## config.mk

```make
export PLATFORM = sky130hd
export DESIGN_NAME = pascal_like_lexer
export DESIGN_NICKNAME = d
export VERILOG_FILES = /design/src/rtl/pll_pkg.sv /design/src/rtl/pll_scan.sv /design/src/rtl/pll_tokq.sv /design/src/rtl/pascal_like_lexer.sv
export SDC_FILE = /design/constraint.sdc
export NUM_CORES = 1
export LEC_CHECK = 0
export ABC_AREA = 0
export BUFFER_PORTS_ARGS = -buffer_cell sky130_fd_sc_hd__clkbuf_2
export CORE_ASPECT_RATIO = 0.8
export CORE_MARGIN = 2
export CORE_UTILIZATION = 55
export CTS_CLUSTER_DIAMETER = 30
export DETAILED_ROUTE_END_ITERATION = 8
export GPL_ROUTABILITY_DRIVEN = 0
export PLACE_DENSITY = 0.75
export REMOVE_ABC_BUFFERS = 1
export SETUP_SLACK_MARGIN = 0.15
export SLEW_MARGIN = 20
export SYNTH_ARGS = -nofsm -noshare
export SYNTH_HDL_FRONTEND = slang
export SYNTH_SLANG_ARGS = --single-unit
```

## constraint.sdc

```tcl
create_clock -name clk -period 5.04 [get_ports clk]
set_clock_uncertainty 0.15 [all_clocks]
set_input_delay 1.512 -clock clk [delete_from_list [all_inputs] [get_ports clk]]
set_output_delay 1.512 -clock clk [all_outputs]
set_load 0.02 [all_outputs]
```

## src/rtl/pll_pkg.sv

```systemverilog
`timescale 1ns / 1ps
// ----------------------------------------------------------------------------
// pll_pkg
// Shared types, token codes and the keyword table of the lexer.
// ----------------------------------------------------------------------------
package pll_pkg;

  localparam int SYMBOL_LEN = 64;
  localparam int NUM_KW     = 23;
  localparam int QDEPTH     = 4;

  localparam logic [30:0] INT_MAX31 = 31'h7FFF_FFFF;

  typedef enum logic [3:0] {
    M_IDLE, M_IDENT, M_NUM, M_NUM_OVF, M_CHR_OPEN, M_CHR_GOT, M_STR,
    M_COLON, M_LESS, M_GREATER
  } mode_t;

  localparam logic [5:0] K_END     = 6'd0;
  localparam logic [5:0] K_PLUS    = 6'd24;
  localparam logic [5:0] K_MINUS   = 6'd25;
  localparam logic [5:0] K_MULT    = 6'd26;
  localparam logic [5:0] K_DIV     = 6'd27;
  localparam logic [5:0] K_COMMA   = 6'd28;
  localparam logic [5:0] K_PERIOD  = 6'd29;
  localparam logic [5:0] K_SEMI    = 6'd30;
  localparam logic [5:0] K_COLON   = 6'd31;
  localparam logic [5:0] K_LBRACK  = 6'd32;
  localparam logic [5:0] K_RBRACK  = 6'd33;
  localparam logic [5:0] K_LPAREN  = 6'd34;
  localparam logic [5:0] K_RPAREN  = 6'd35;
  localparam logic [5:0] K_ASSIGN  = 6'd36;
  localparam logic [5:0] K_EQ      = 6'd37;
  localparam logic [5:0] K_NEQ     = 6'd38;
  localparam logic [5:0] K_LSS     = 6'd39;
  localparam logic [5:0] K_LEQ     = 6'd40;
  localparam logic [5:0] K_GTR     = 6'd41;
  localparam logic [5:0] K_GEQ     = 6'd42;
  localparam logic [5:0] K_IDENT   = 6'd43;
  localparam logic [5:0] K_INT     = 6'd44;
  localparam logic [5:0] K_CHAR    = 6'd45;
  localparam logic [5:0] K_STRING  = 6'd46;
  localparam logic [5:0] K_UNKNOWN = 6'd47;

  localparam logic [1:0] E_NONE     = 2'd0;
  localparam logic [1:0] E_APOS     = 2'd1;
  localparam logic [1:0] E_QUOTE    = 2'd2;
  localparam logic [1:0] E_OVERFLOW = 2'd3;

  typedef struct packed {
    logic        last;
    logic [1:0]  err;
    logic [15:0] line;
    logic [6:0]  len;
    logic [30:0] value;
    logic [5:0]  kind;
  } tok_t;

  // keyword text, last character in the lowest byte
  localparam logic [71:0] KW_STR [NUM_KW] = '{
    72'("array"), 72'("begin"), 72'("case"), 72'("char"), 72'("const"),
    72'("do"), 72'("downto"), 72'("else"), 72'("end"), 72'("for"),
    72'("function"), 72'("if"), 72'("integer"), 72'("of"),
    72'("procedure"), 72'("read"), 72'("repeat"), 72'("then"), 72'("to"),
    72'("until"), 72'("var"), 72'("while"), 72'("write")
  };

  localparam logic [3:0] KW_LEN [NUM_KW] = '{
    4'd5, 4'd5, 4'd4, 4'd4, 4'd5, 4'd2, 4'd6, 4'd4, 4'd3, 4'd3, 4'd8, 4'd2,
    4'd7, 4'd2, 4'd9, 4'd4, 4'd6, 4'd4, 4'd2, 4'd5, 4'd3, 4'd5, 4'd5
  };

  // character at position pos of keyword k; pos must be below its length
  function automatic logic [7:0] kw_at(input int k, input logic [3:0] pos);
    logic [3:0] idx;
    idx = KW_LEN[k] - 4'd1 - pos;
    return KW_STR[k][{idx, 3'b000} +: 8];
  endfunction

  function automatic logic [5:0] single_kind(input logic [7:0] c);
    logic [5:0] k;
    case (c)
      "+":     k = K_PLUS;
      "-":     k = K_MINUS;
      "*":     k = K_MULT;
      "/":     k = K_DIV;
      ",":     k = K_COMMA;
      ".":     k = K_PERIOD;
      ";":     k = K_SEMI;
      "[":     k = K_LBRACK;
      "]":     k = K_RBRACK;
      "(":     k = K_LPAREN;
      ")":     k = K_RPAREN;
      "=":     k = K_EQ;
      default: k = K_UNKNOWN;
    endcase
    return k;
  endfunction

endpackage

```

## src/rtl/pll_scan.sv

```systemverilog
`timescale 1ns / 1ps
// ----------------------------------------------------------------------------
// pll_scan
// Front end: scans one character per cycle while acc is high and produces up to two tokens.
// ----------------------------------------------------------------------------
module pll_scan (
  input  logic               clk,
  input  logic               rst_n,
  input  logic               acc,
  input  logic [7:0]         c,
  input  logic               eoi,
  output logic               wr0_en,
  output pll_pkg::tok_t      wr0,
  output logic               wr1_en,
  output pll_pkg::tok_t      wr1
);

  pll_pkg::mode_t mode_r, mode_nxt;
  logic [6:0]  len_r, len_nxt;
  logic [30:0] num_r, num_nxt;
  logic [15:0] line_r, line_nxt;
  logic [7:0]  lit_r, lit_nxt;
  logic [pll_pkg::NUM_KW-1:0] cand_r, cand_nxt;

  logic is_space, is_alpha, is_digit, is_print, nl_inc;
  logic [15:0] line_inc;
  logic [34:0] num10;
  logic        num_ovf;
  logic [3:0]  pos;
  logic [pll_pkg::NUM_KW-1:0] cand_step, cand_first;
  logic [5:0]  word_kind;
  logic        word_hit;
  logic        restart;
  logic        a_v, b_v;
  pll_pkg::tok_t a_t, b_t;

  assign is_space = (c == 8'd32) || (c >= 8'd9 && c <= 8'd13);
  assign is_alpha = (c >= "a" && c <= "z") || (c >= "A" && c <= "Z");
  assign is_digit = (c >= "0" && c <= "9");
  assign is_print = (c >= 8'd32 && c <= 8'd126 && c != "\"");
  assign nl_inc   = (c == 8'd10) && (line_r != 16'hFFFF);
  assign line_inc = nl_inc ? line_r + 16'd1 : line_r;

  assign num10   = {1'b0, num_r, 3'b000} + {3'b000, num_r, 1'b0} + {31'd0, c[3:0] - 4'd0};
  assign num_ovf = num10 > {4'd0, pll_pkg::INT_MAX31};

  assign pos = (len_r < 7'd9) ? len_r[3:0] : 4'd0;

  // narrow the keyword candidates one character at a time
  always_comb begin
    word_hit  = 1'b0;
    word_kind = pll_pkg::K_IDENT;
    for (int k = 0; k < pll_pkg::NUM_KW; k++) begin
      cand_step[k]  = cand_r[k] && (len_r < {3'd0, pll_pkg::KW_LEN[k]}) &&
                      (pll_pkg::kw_at(k, pos) == c);
      cand_first[k] = (pll_pkg::kw_at(k, 4'd0) == c);
      if (cand_r[k] && len_r == {3'd0, pll_pkg::KW_LEN[k]}) begin
        word_hit  = 1'b1;
        word_kind = 6'(k + 1);
      end
    end
  end

  // the current character starts a new token after the pending one closes
  always_comb begin
    restart = 1'b0;
    unique case (mode_r)
      pll_pkg::M_IDLE:     restart = 1'b1;
      pll_pkg::M_IDENT:    restart = !(is_alpha || is_digit);
      pll_pkg::M_NUM,
      pll_pkg::M_NUM_OVF:  restart = !is_digit;
      pll_pkg::M_COLON:    restart = (c != "=");
      pll_pkg::M_LESS:     restart = (c != ">") && (c != "=");
      pll_pkg::M_GREATER:  restart = (c != "=");
      default:             restart = 1'b0;
    endcase
  end

  always_comb begin
    mode_nxt = mode_r;
    if (eoi) begin
      mode_nxt = pll_pkg::M_IDLE;
    end else if (restart) begin
      if (is_space)          mode_nxt = pll_pkg::M_IDLE;
      else if (is_alpha)     mode_nxt = pll_pkg::M_IDENT;
      else if (is_digit)     mode_nxt = pll_pkg::M_NUM;
      else if (c == "'")     mode_nxt = pll_pkg::M_CHR_OPEN;
      else if (c == "\"")    mode_nxt = pll_pkg::M_STR;
      else if (c == ":")     mode_nxt = pll_pkg::M_COLON;
      else if (c == "<")     mode_nxt = pll_pkg::M_LESS;
      else if (c == ">")     mode_nxt = pll_pkg::M_GREATER;
      else                   mode_nxt = pll_pkg::M_IDLE;
    end else begin
      unique case (mode_r)
        pll_pkg::M_NUM:      mode_nxt = (is_digit && num_ovf) ? pll_pkg::M_NUM_OVF
                                                               : pll_pkg::M_NUM;
        pll_pkg::M_CHR_OPEN: mode_nxt = pll_pkg::M_CHR_GOT;
        pll_pkg::M_CHR_GOT:  mode_nxt = pll_pkg::M_IDLE;
        pll_pkg::M_STR:      mode_nxt = is_print ? pll_pkg::M_STR : pll_pkg::M_IDLE;
        pll_pkg::M_COLON,
        pll_pkg::M_LESS,
        pll_pkg::M_GREATER:  mode_nxt = pll_pkg::M_IDLE;
        default:             mode_nxt = mode_r;
      endcase
    end
  end

  always_comb begin
    len_nxt  = len_r;
    num_nxt  = num_r;
    line_nxt = line_r;
    lit_nxt  = lit_r;
    cand_nxt = cand_r;
    a_v = 1'b0;
    b_v = 1'b0;
    a_t = '{last: 1'b0, err: pll_pkg::E_NONE, line: line_r, len: 7'd0,
            value: 31'd0, kind: pll_pkg::K_END};
    b_t = a_t;

    if (eoi) begin
      a_v = 1'b1;
      unique case (mode_r)
        pll_pkg::M_IDENT: begin
          a_t.kind = word_kind;
          a_t.len  = word_hit ? 7'd0 : len_r;
        end
        pll_pkg::M_NUM:      begin a_t.kind = pll_pkg::K_INT; a_t.value = num_r; end
        pll_pkg::M_NUM_OVF: begin
          a_t.kind = pll_pkg::K_INT; a_t.value = num_r; a_t.err = pll_pkg::E_OVERFLOW;
        end
        pll_pkg::M_CHR_OPEN: begin a_t.kind = pll_pkg::K_CHAR; a_t.err = pll_pkg::E_APOS; end
        pll_pkg::M_CHR_GOT: begin
          a_t.kind = pll_pkg::K_CHAR; a_t.value = {23'd0, lit_r}; a_t.err = pll_pkg::E_APOS;
        end
        pll_pkg::M_STR: begin
          a_t.kind = pll_pkg::K_STRING; a_t.len = len_r; a_t.err = pll_pkg::E_QUOTE;
        end
        pll_pkg::M_COLON:   a_t.kind = pll_pkg::K_COLON;
        pll_pkg::M_LESS:    a_t.kind = pll_pkg::K_LSS;
        pll_pkg::M_GREATER: a_t.kind = pll_pkg::K_GTR;
        default:            a_v = 1'b0;
      endcase
      b_v      = 1'b1;
      len_nxt  = 7'd0;
      num_nxt  = 31'd0;
      line_nxt = 16'd1;
      lit_nxt  = 8'd0;
      cand_nxt = '0;
    end else begin
      // close or extend the pending token
      unique case (mode_r)
        pll_pkg::M_IDENT: begin
          if (!restart) begin
            if (len_r < 7'(pll_pkg::SYMBOL_LEN)) begin
              len_nxt  = len_r + 7'd1;
              cand_nxt = cand_step;
            end
          end else begin
            a_v = 1'b1; a_t.kind = word_kind; a_t.len = word_hit ? 7'd0 : len_r;
          end
        end
        pll_pkg::M_NUM: begin
          if (!restart) num_nxt = num_ovf ? pll_pkg::INT_MAX31 : num10[30:0];
          else begin a_v = 1'b1; a_t.kind = pll_pkg::K_INT; a_t.value = num_r; end
        end
        pll_pkg::M_NUM_OVF: begin
          if (restart) begin
            a_v = 1'b1; a_t.kind = pll_pkg::K_INT; a_t.value = num_r;
            a_t.err = pll_pkg::E_OVERFLOW;
          end
        end
        pll_pkg::M_CHR_OPEN: begin
          line_nxt = line_inc;
          lit_nxt  = c;
        end
        pll_pkg::M_CHR_GOT: begin
          line_nxt = line_inc;
          a_v = 1'b1; a_t.kind = pll_pkg::K_CHAR; a_t.value = {23'd0, lit_r};
          a_t.line = line_inc;
          a_t.err  = (c == "'") ? pll_pkg::E_NONE : pll_pkg::E_APOS;
        end
        pll_pkg::M_STR: begin
          if (is_print) begin
            if (len_r < 7'(pll_pkg::SYMBOL_LEN)) len_nxt = len_r + 7'd1;
          end else begin
            line_nxt = line_inc;
            a_v = 1'b1; a_t.kind = pll_pkg::K_STRING; a_t.len = len_r;
            a_t.line = line_inc;
            a_t.err  = (c == "\"") ? pll_pkg::E_NONE : pll_pkg::E_QUOTE;
          end
        end
        pll_pkg::M_COLON: begin
          a_v = 1'b1; a_t.kind = restart ? pll_pkg::K_COLON : pll_pkg::K_ASSIGN;
        end
        pll_pkg::M_LESS: begin
          a_v = 1'b1;
          if (restart)       a_t.kind = pll_pkg::K_LSS;
          else if (c == ">") a_t.kind = pll_pkg::K_NEQ;
          else               a_t.kind = pll_pkg::K_LEQ;
        end
        pll_pkg::M_GREATER: begin
          a_v = 1'b1; a_t.kind = restart ? pll_pkg::K_GTR : pll_pkg::K_GEQ;
        end
        default: ;
      endcase

      if (restart) begin
        if (is_space) begin
          line_nxt = line_inc;
        end else if (is_alpha) begin
          len_nxt  = 7'd1;
          cand_nxt = cand_first;
        end else if (is_digit) begin
          num_nxt = {27'd0, c[3:0]};
        end else if (c == "'") begin
          lit_nxt = 8'd0;
        end else if (c == "\"") begin
          len_nxt = 7'd0;
        end else if (c != ":" && c != "<" && c != ">") begin
          b_v = 1'b1; b_t.kind = pll_pkg::single_kind(c);
        end
      end
    end
  end

  always_comb begin
    wr0        = a_v ? a_t : b_t;
    wr0.last   = !(a_v && b_v);
    wr0_en     = acc && (a_v || b_v);
    wr1        = b_t;
    wr1.last   = 1'b1;
    wr1_en     = acc && a_v && b_v;
  end

  always_ff @(posedge clk) begin
    if (!rst_n) begin
      mode_r <= pll_pkg::M_IDLE;
      len_r  <= 7'd0;
      num_r  <= 31'd0;
      line_r <= 16'd1;
      lit_r  <= 8'd0;
      cand_r <= '0;
    end else if (acc) begin
      mode_r <= mode_nxt;
      len_r  <= len_nxt;
      num_r  <= num_nxt;
      line_r <= line_nxt;
      lit_r  <= lit_nxt;
      cand_r <= cand_nxt;
    end
  end

endmodule

```

## src/rtl/pll_tokq.sv

```systemverilog
`timescale 1ns / 1ps
// ----------------------------------------------------------------------------
// pll_tokq
// Back end: token queue taking two writes a cycle, drained one per request.
// ----------------------------------------------------------------------------
module pll_tokq (
  input  logic          clk,
  input  logic          rst_n,
  input  logic          wr0_en,
  input  pll_pkg::tok_t wr0,
  input  logic          wr1_en,
  input  pll_pkg::tok_t wr1,
  output logic          room,
  output logic          rd_valid,
  input  logic          rd_ready,
  output pll_pkg::tok_t rd_data
);

  localparam int AW = $clog2(pll_pkg::QDEPTH);

  pll_pkg::tok_t mem_r [pll_pkg::QDEPTH];
  logic [AW-1:0] wp_r, wp_nxt, rp_r, rp_nxt;
  logic [AW:0]   cnt_r, cnt_nxt;
  logic          pop;

  assign pop      = rd_valid && rd_ready;
  assign rd_valid = (cnt_r != '0);
  assign rd_data  = mem_r[rp_r];
  // keep space for two tokens from the next request
  assign room     = (cnt_r <= (AW + 1)'(pll_pkg::QDEPTH - 2));

  always_comb begin
    wp_nxt  = wp_r + AW'(wr0_en) + AW'(wr1_en);
    rp_nxt  = rp_r + AW'(pop);
    cnt_nxt = cnt_r + (AW + 1)'(wr0_en) + (AW + 1)'(wr1_en) - (AW + 1)'(pop);
  end

  always_ff @(posedge clk) begin
    if (wr0_en) mem_r[wp_r] <= wr0;
    if (wr1_en) mem_r[wp_r + AW'(1)] <= wr1;
  end

  always_ff @(posedge clk) begin
    if (!rst_n) begin
      wp_r  <= '0;
      rp_r  <= '0;
      cnt_r <= '0;
    end else begin
      wp_r  <= wp_nxt;
      rp_r  <= rp_nxt;
      cnt_r <= cnt_nxt;
    end
  end

endmodule

```

## src/rtl/pascal_like_lexer.sv

```systemverilog
`timescale 1ns / 1ps
// ----------------------------------------------------------------------------
// pascal_like_lexer
// Streaming lexer: one character per request in, tokens out.
// ----------------------------------------------------------------------------
// One character is taken every cycle while the four-entry token queue has room
// for two tokens; a character closes at most one pending token and may emit a
// second. The output side drains one token per cycle while out_tready is high,
// so sustained rate is set by the token count: one character per cycle for up
// to one token per character. tlast marks the final token caused by a
// character; end of input (in_tuser) flushes and emits kind 0.
module pascal_like_lexer (
  input  logic        clk,
  input  logic        rst_n,
  input  logic        in_tvalid,
  output logic        in_tready,
  input  logic [7:0]  in_tdata,   // char_code[7:0]
  input  logic [0:0]  in_tuser,   // end_of_input[0]
  output logic        out_tvalid,
  input  logic        out_tready,
  output logic [63:0] out_tdata,  // token_kind[5:0], token_value[36:6],
                                  // lexeme_len[43:37], line_number[59:44],
                                  // error_code[61:60], zero[63:62]
  output logic        out_tlast
);

  logic          acc, wr0_en, wr1_en, room;
  pll_pkg::tok_t wr0, wr1, head;

  assign in_tready = room;
  assign acc       = in_tvalid && room;

  pll_scan u_scan (
    .clk    (clk),
    .rst_n  (rst_n),
    .acc    (acc),
    .c      (in_tdata),
    .eoi    (in_tuser[0]),
    .wr0_en (wr0_en),
    .wr0    (wr0),
    .wr1_en (wr1_en),
    .wr1    (wr1)
  );

  pll_tokq u_tokq (
    .clk      (clk),
    .rst_n    (rst_n),
    .wr0_en   (wr0_en),
    .wr0      (wr0),
    .wr1_en   (wr1_en),
    .wr1      (wr1),
    .room     (room),
    .rd_valid (out_tvalid),
    .rd_ready (out_tready),
    .rd_data  (head)
  );

  assign out_tdata = {2'b00, head.err, head.line, head.len, head.value, head.kind};
  assign out_tlast = head.last;

endmodule
```

==> metrics.cfg <==
[floorplan]
core-area_um2 = 39200
die-height_um = 181.9
chipWidth_um = 226.4
std_cell_rows = 65
io_pins = 80
fp.dieArea_um2 = 41180
start_util_pct = 55.51

[synth]
yosys-top-cells-count = sky130_fd_sc_hd__o21ai_0 (313), sky130_fd_sc_hd__nand2_1 (278), sky130_fd_sc_hd__dfxtp_1 (260)
ys_ff_latch = 348
dominantRegCellSynth = sky130_fd_sc_hd__dfxtp_1
number_of_synthesis_warnings = 0
synth_area_leader_cell = sky130_fd_sc_hd__dfxtp_1
synthesis.instances = 2560
synth.top_cell.area_share_pct = 23.92
synth.cell_area_um2 = 21760
synth_top_cells_by_area = sky130_fd_sc_hd__dfxtp_1 (24%), sky130_fd_sc_hd__edfxtp_1 (12%), sky130_fd_sc_hd__o21ai_0 (7.2%)
top_count_cell_post_synth = sky130_fd_sc_hd__o21ai_0
sequential_element_share_of_the_synthesized_area_pct = 36.06
synth-async-reset-ratio_pct = 0
synth-edff-count = 88
ys_types = 99
syn_avg_cell_area_um2 = 8.500

[outcome]
status = finished, violations left
violations_in_the_final_reports = design-rule violations

[place]
place.port_buffers = 77
hpwl_um = 50500
placed_area_um2 = 23380
pre_cts_slack_ns = -0.2287

[critical_path]
ff2ff_path_depth = 12
worst_ep_arrival_ns = 4.99
cell_chain_of_the_critical_path = clkbuf_2, fa_1, inv_1, fa_1, nor2b_2, o2111ai_1, a21oi_2, o21a_1, o211ai_1, a32o_1, or3_1, buf_12, o41ai_1, a21oi_1
cp_max_fo = 25
setup.worst_path.end_class = flop
cp_slowest_cell = sky130_fd_sc_hd__fa_1
startpoint_type = input port
cpPeakStageDelay_ns = 0.57
crit_path_frequent_cell = sky130_fd_sc_hd__fa_1
critical_path_rt_ns = 5.32
timing.setup.critical_path_class = in -> reg
timing.rr.start = u_scan.len_r[0]
reg2reg_slack_ns = 0.83
r2r_end = u_tokq.mem_r[2][37]

[global_routing]
first_pass_grt_wire_length_um = 114700
grt.total_usage_pct = 34.83
vias_in_the_first_global_route = 20810
grt_max_degree = 63
grt_antenna_before_repair = 2
grt-ovfl-total = 0

[pwr]
highest_ir_drop_seen_on_vdd_uv = 226.7
pwr_cell_area_nw_per_um2 = 393.4
p_leak_nw = 9.662

[timing]
timing.slew.headroom_pct = 33.98
setup_ws_ns = 0.3223
fin_crit_sh_pct = 93.61
final_count_of_hold_timing_violations = 0
finalSetupTns_ns = 0
finalHoldWorstSlack_ns = 0.3223
fmax_mhz = 212.0
rsz0062_at_grt = false
max_slew.worst_pin.slew_ns = 0.9867
final-setup-viol-count = 0
period_needed_ns = 4.718
slew_viol_final = 0

[clocking]
cts_tree = built
worstSkewPairLatency_ns = 0.58
cell_at_the_root_of_the_clock_tree = sky130_fd_sc_hd__clkbuf_16
cts_inserted_buffers = 69
cts.path.max_buffers = 3
clkSlewWorstSetupHoldPaths_ns = 0.05
cts_hold_buffers_added = 0
clock_sinks = 348
cts_max_level = 3

[routing]
routed_wire_length_per_instance_um = 22.44
vias = 22130
vias_per_cell = 6.804
antenna_left = 0
drcViolationCount = 1
dr.pass1.iters = 9
initialDrtViolationCount = 3011
route.final.wire_length_um = 72980

[hold_path]
hp_class = reg -> reg
holdCritStartpoint = u_tokq.mem_r[0][62]
worstHoldPathCells = 1
whs_endpoint = u_tokq.mem_r[0][62]

[finish]
nets = 2771
stdcell_area_um2 = 25770
fraction_of_final_layout_cells_with_drive_strength_greater_than_1_pct = 17.34
synthToLayoutAreaGrowth_pct = 18.43
antennaDiodeCount = 0

[flow_run]
max_cap_viols = 0

## metrics by stage
stage / utilization, % / power, mW / cells
after floorplan: - / 4.580 / 2360
after global placement: 59.64 / 5.465 / 3126
after detailed placement: 59.64 / 5.512 / 3126
after CTS: 65.69 / 10.08 / 3252
after global routing: 65.74 / 10.45 / 3253
final: 65.74 / 10.14 / 3253
## cells by family (layout without fill, tap and decap cells)
| kind of cell | count (synthesis) | in the layout | synth area share, % |
|---|---|---|---|
| xor gates and xnor gates | 96 | 96 | 3.864 |
| muxes | 73 | 73 | 6.992 |
| other | 1 | 2 | 0.01723 |
| AOI/OAI and AO/OA | 814 | 814 | 23.39 |
| DFF | 348 | 348 | 36.06 |
| and+or+nand+nor | 874 | 874 | 19.29 |
| adders and majority gates | 96 | 96 | 5.692 |
| buffers and inverters | 258 | 414 | 4.692 |
## cell type report
type / count / area [µm²]
Inverter: 57 / 214.0
Fill cell: 3100 / 13430
Sequential cell: 348 / 7855
Timing Repair Buffer: 231 / 1717
Tap cell: 536 / 670.6
Clock buffer: 85 / 1932
Clock inverter: 41 / 441.7
Multi-Input combinational cell: 1955 / 12940
## cell usage in the layout, fill, tap and decap left out, types with 10 or more instances in the layout
cell                        synthesis  final
sky130_fd_sc_hd__a211oi_1          24     24
sky130_fd_sc_hd__a21o_1            15     15
sky130_fd_sc_hd__a21oi_1          157    156
sky130_fd_sc_hd__a22o_1            35     35
sky130_fd_sc_hd__a22oi_1           22     22
sky130_fd_sc_hd__a31oi_1           34     34
sky130_fd_sc_hd__a32oi_1           11     11
sky130_fd_sc_hd__and2_1            14     14
sky130_fd_sc_hd__and3_1            17     17
sky130_fd_sc_hd__and4_1            10     10
sky130_fd_sc_hd__buf_12             0     14
sky130_fd_sc_hd__buf_4              3    140
sky130_fd_sc_hd__clkbuf_16          0     73
sky130_fd_sc_hd__clkbuf_2           0     77
sky130_fd_sc_hd__clkinv_2           0     13
sky130_fd_sc_hd__dfxtp_1          260    258
sky130_fd_sc_hd__edfxtp_1          88     88
sky130_fd_sc_hd__ha_1              91     91
sky130_fd_sc_hd__inv_1             54     54
sky130_fd_sc_hd__mux4_2            63     63
sky130_fd_sc_hd__nand2_1          278    271
sky130_fd_sc_hd__nand2b_1          16     16
sky130_fd_sc_hd__nand3_1          179    178
sky130_fd_sc_hd__nand4_1           29     29
sky130_fd_sc_hd__nor2_1           168    167
sky130_fd_sc_hd__nor2b_1           15     14
sky130_fd_sc_hd__nor3_1            55     55
sky130_fd_sc_hd__nor4_1            17     17
sky130_fd_sc_hd__o21a_1            15     15
sky130_fd_sc_hd__o21ai_0          313    313
sky130_fd_sc_hd__o21ai_1           11     10
sky130_fd_sc_hd__o22ai_1           37     37
sky130_fd_sc_hd__o31ai_1           32     32
sky130_fd_sc_hd__o41ai_1           11     11
sky130_fd_sc_hd__or4_1             12     12
sky130_fd_sc_hd__xnor2_1           67     67
sky130_fd_sc_hd__xor2_1            29     29
## power by group
| part | internal, mW | switching (mW) | leakage (nW) |
|---|---|---|---|
| Clock | 2.98 | 1.61 | 1.16 |
| Sequential | 3.07 | 0.184 | 2.90 |
| Combinational | 0.837 | 1.46 | 5.61 |
| Total | 6.88 | 3.26 | 9.66 |
## worst max path at each step
| stage | end | startpoint | depth (start not counted) |
|---|---|---|---|
| 6_report | u_scan.num_r[23] | in_tdata[3] | 14 |
| 5_1_grt | u_scan.mode_r[0] | in_tdata[3] | 14 |
| 4_1_cts | u_scan.num_r[23] | in_tdata[3] | 14 |
| 3_5_place_dp | u_scan.num_r[16] | in_tdata[3] | 13 |
| 3_3_place_gp | u_scan.num_r[23] | in_tdata[3] | 14 |
| 2_1_floorplan | u_tokq.mem_r[2][45] | in_tdata[2] | 9 |
## per-layer routing
metal	global-route usage, %	share of wire, %
met5	0	0.022
met2	53.21	44
met4	12.21	3.4
met1	48.52	40
met3	7.783	13
## registers in the layout, indices dropped and copies added (netlist names)
register       cells
u_tokq.mem_r     252
u_scan.num_r      31
u_scan.cand_r     23
u_scan.line_r     16
u_scan.lit_r       8
u_scan.len_r       7
u_scan.mode_r      4
u_tokq.cnt_r       3
u_tokq.rp_r        2
u_tokq.wp_r        2
## worst max-delay path, delay by kind of cell
family,cells,cell delay [ns]
buffers and inverters,3,0.36
AO/OA/AOI/OAI,7,1.49
AND/OR/NAND/NOR,2,0.56
adder cells (fa/ha/maj),2,1.04
## timing repair
action | in CTS | in global routing
resized for setup | 0 | 4
setup endpoints to repair | 0 | 8
buffers inserted | 0 | 1
No activity file was read; power rests on OpenSTA's default activity.
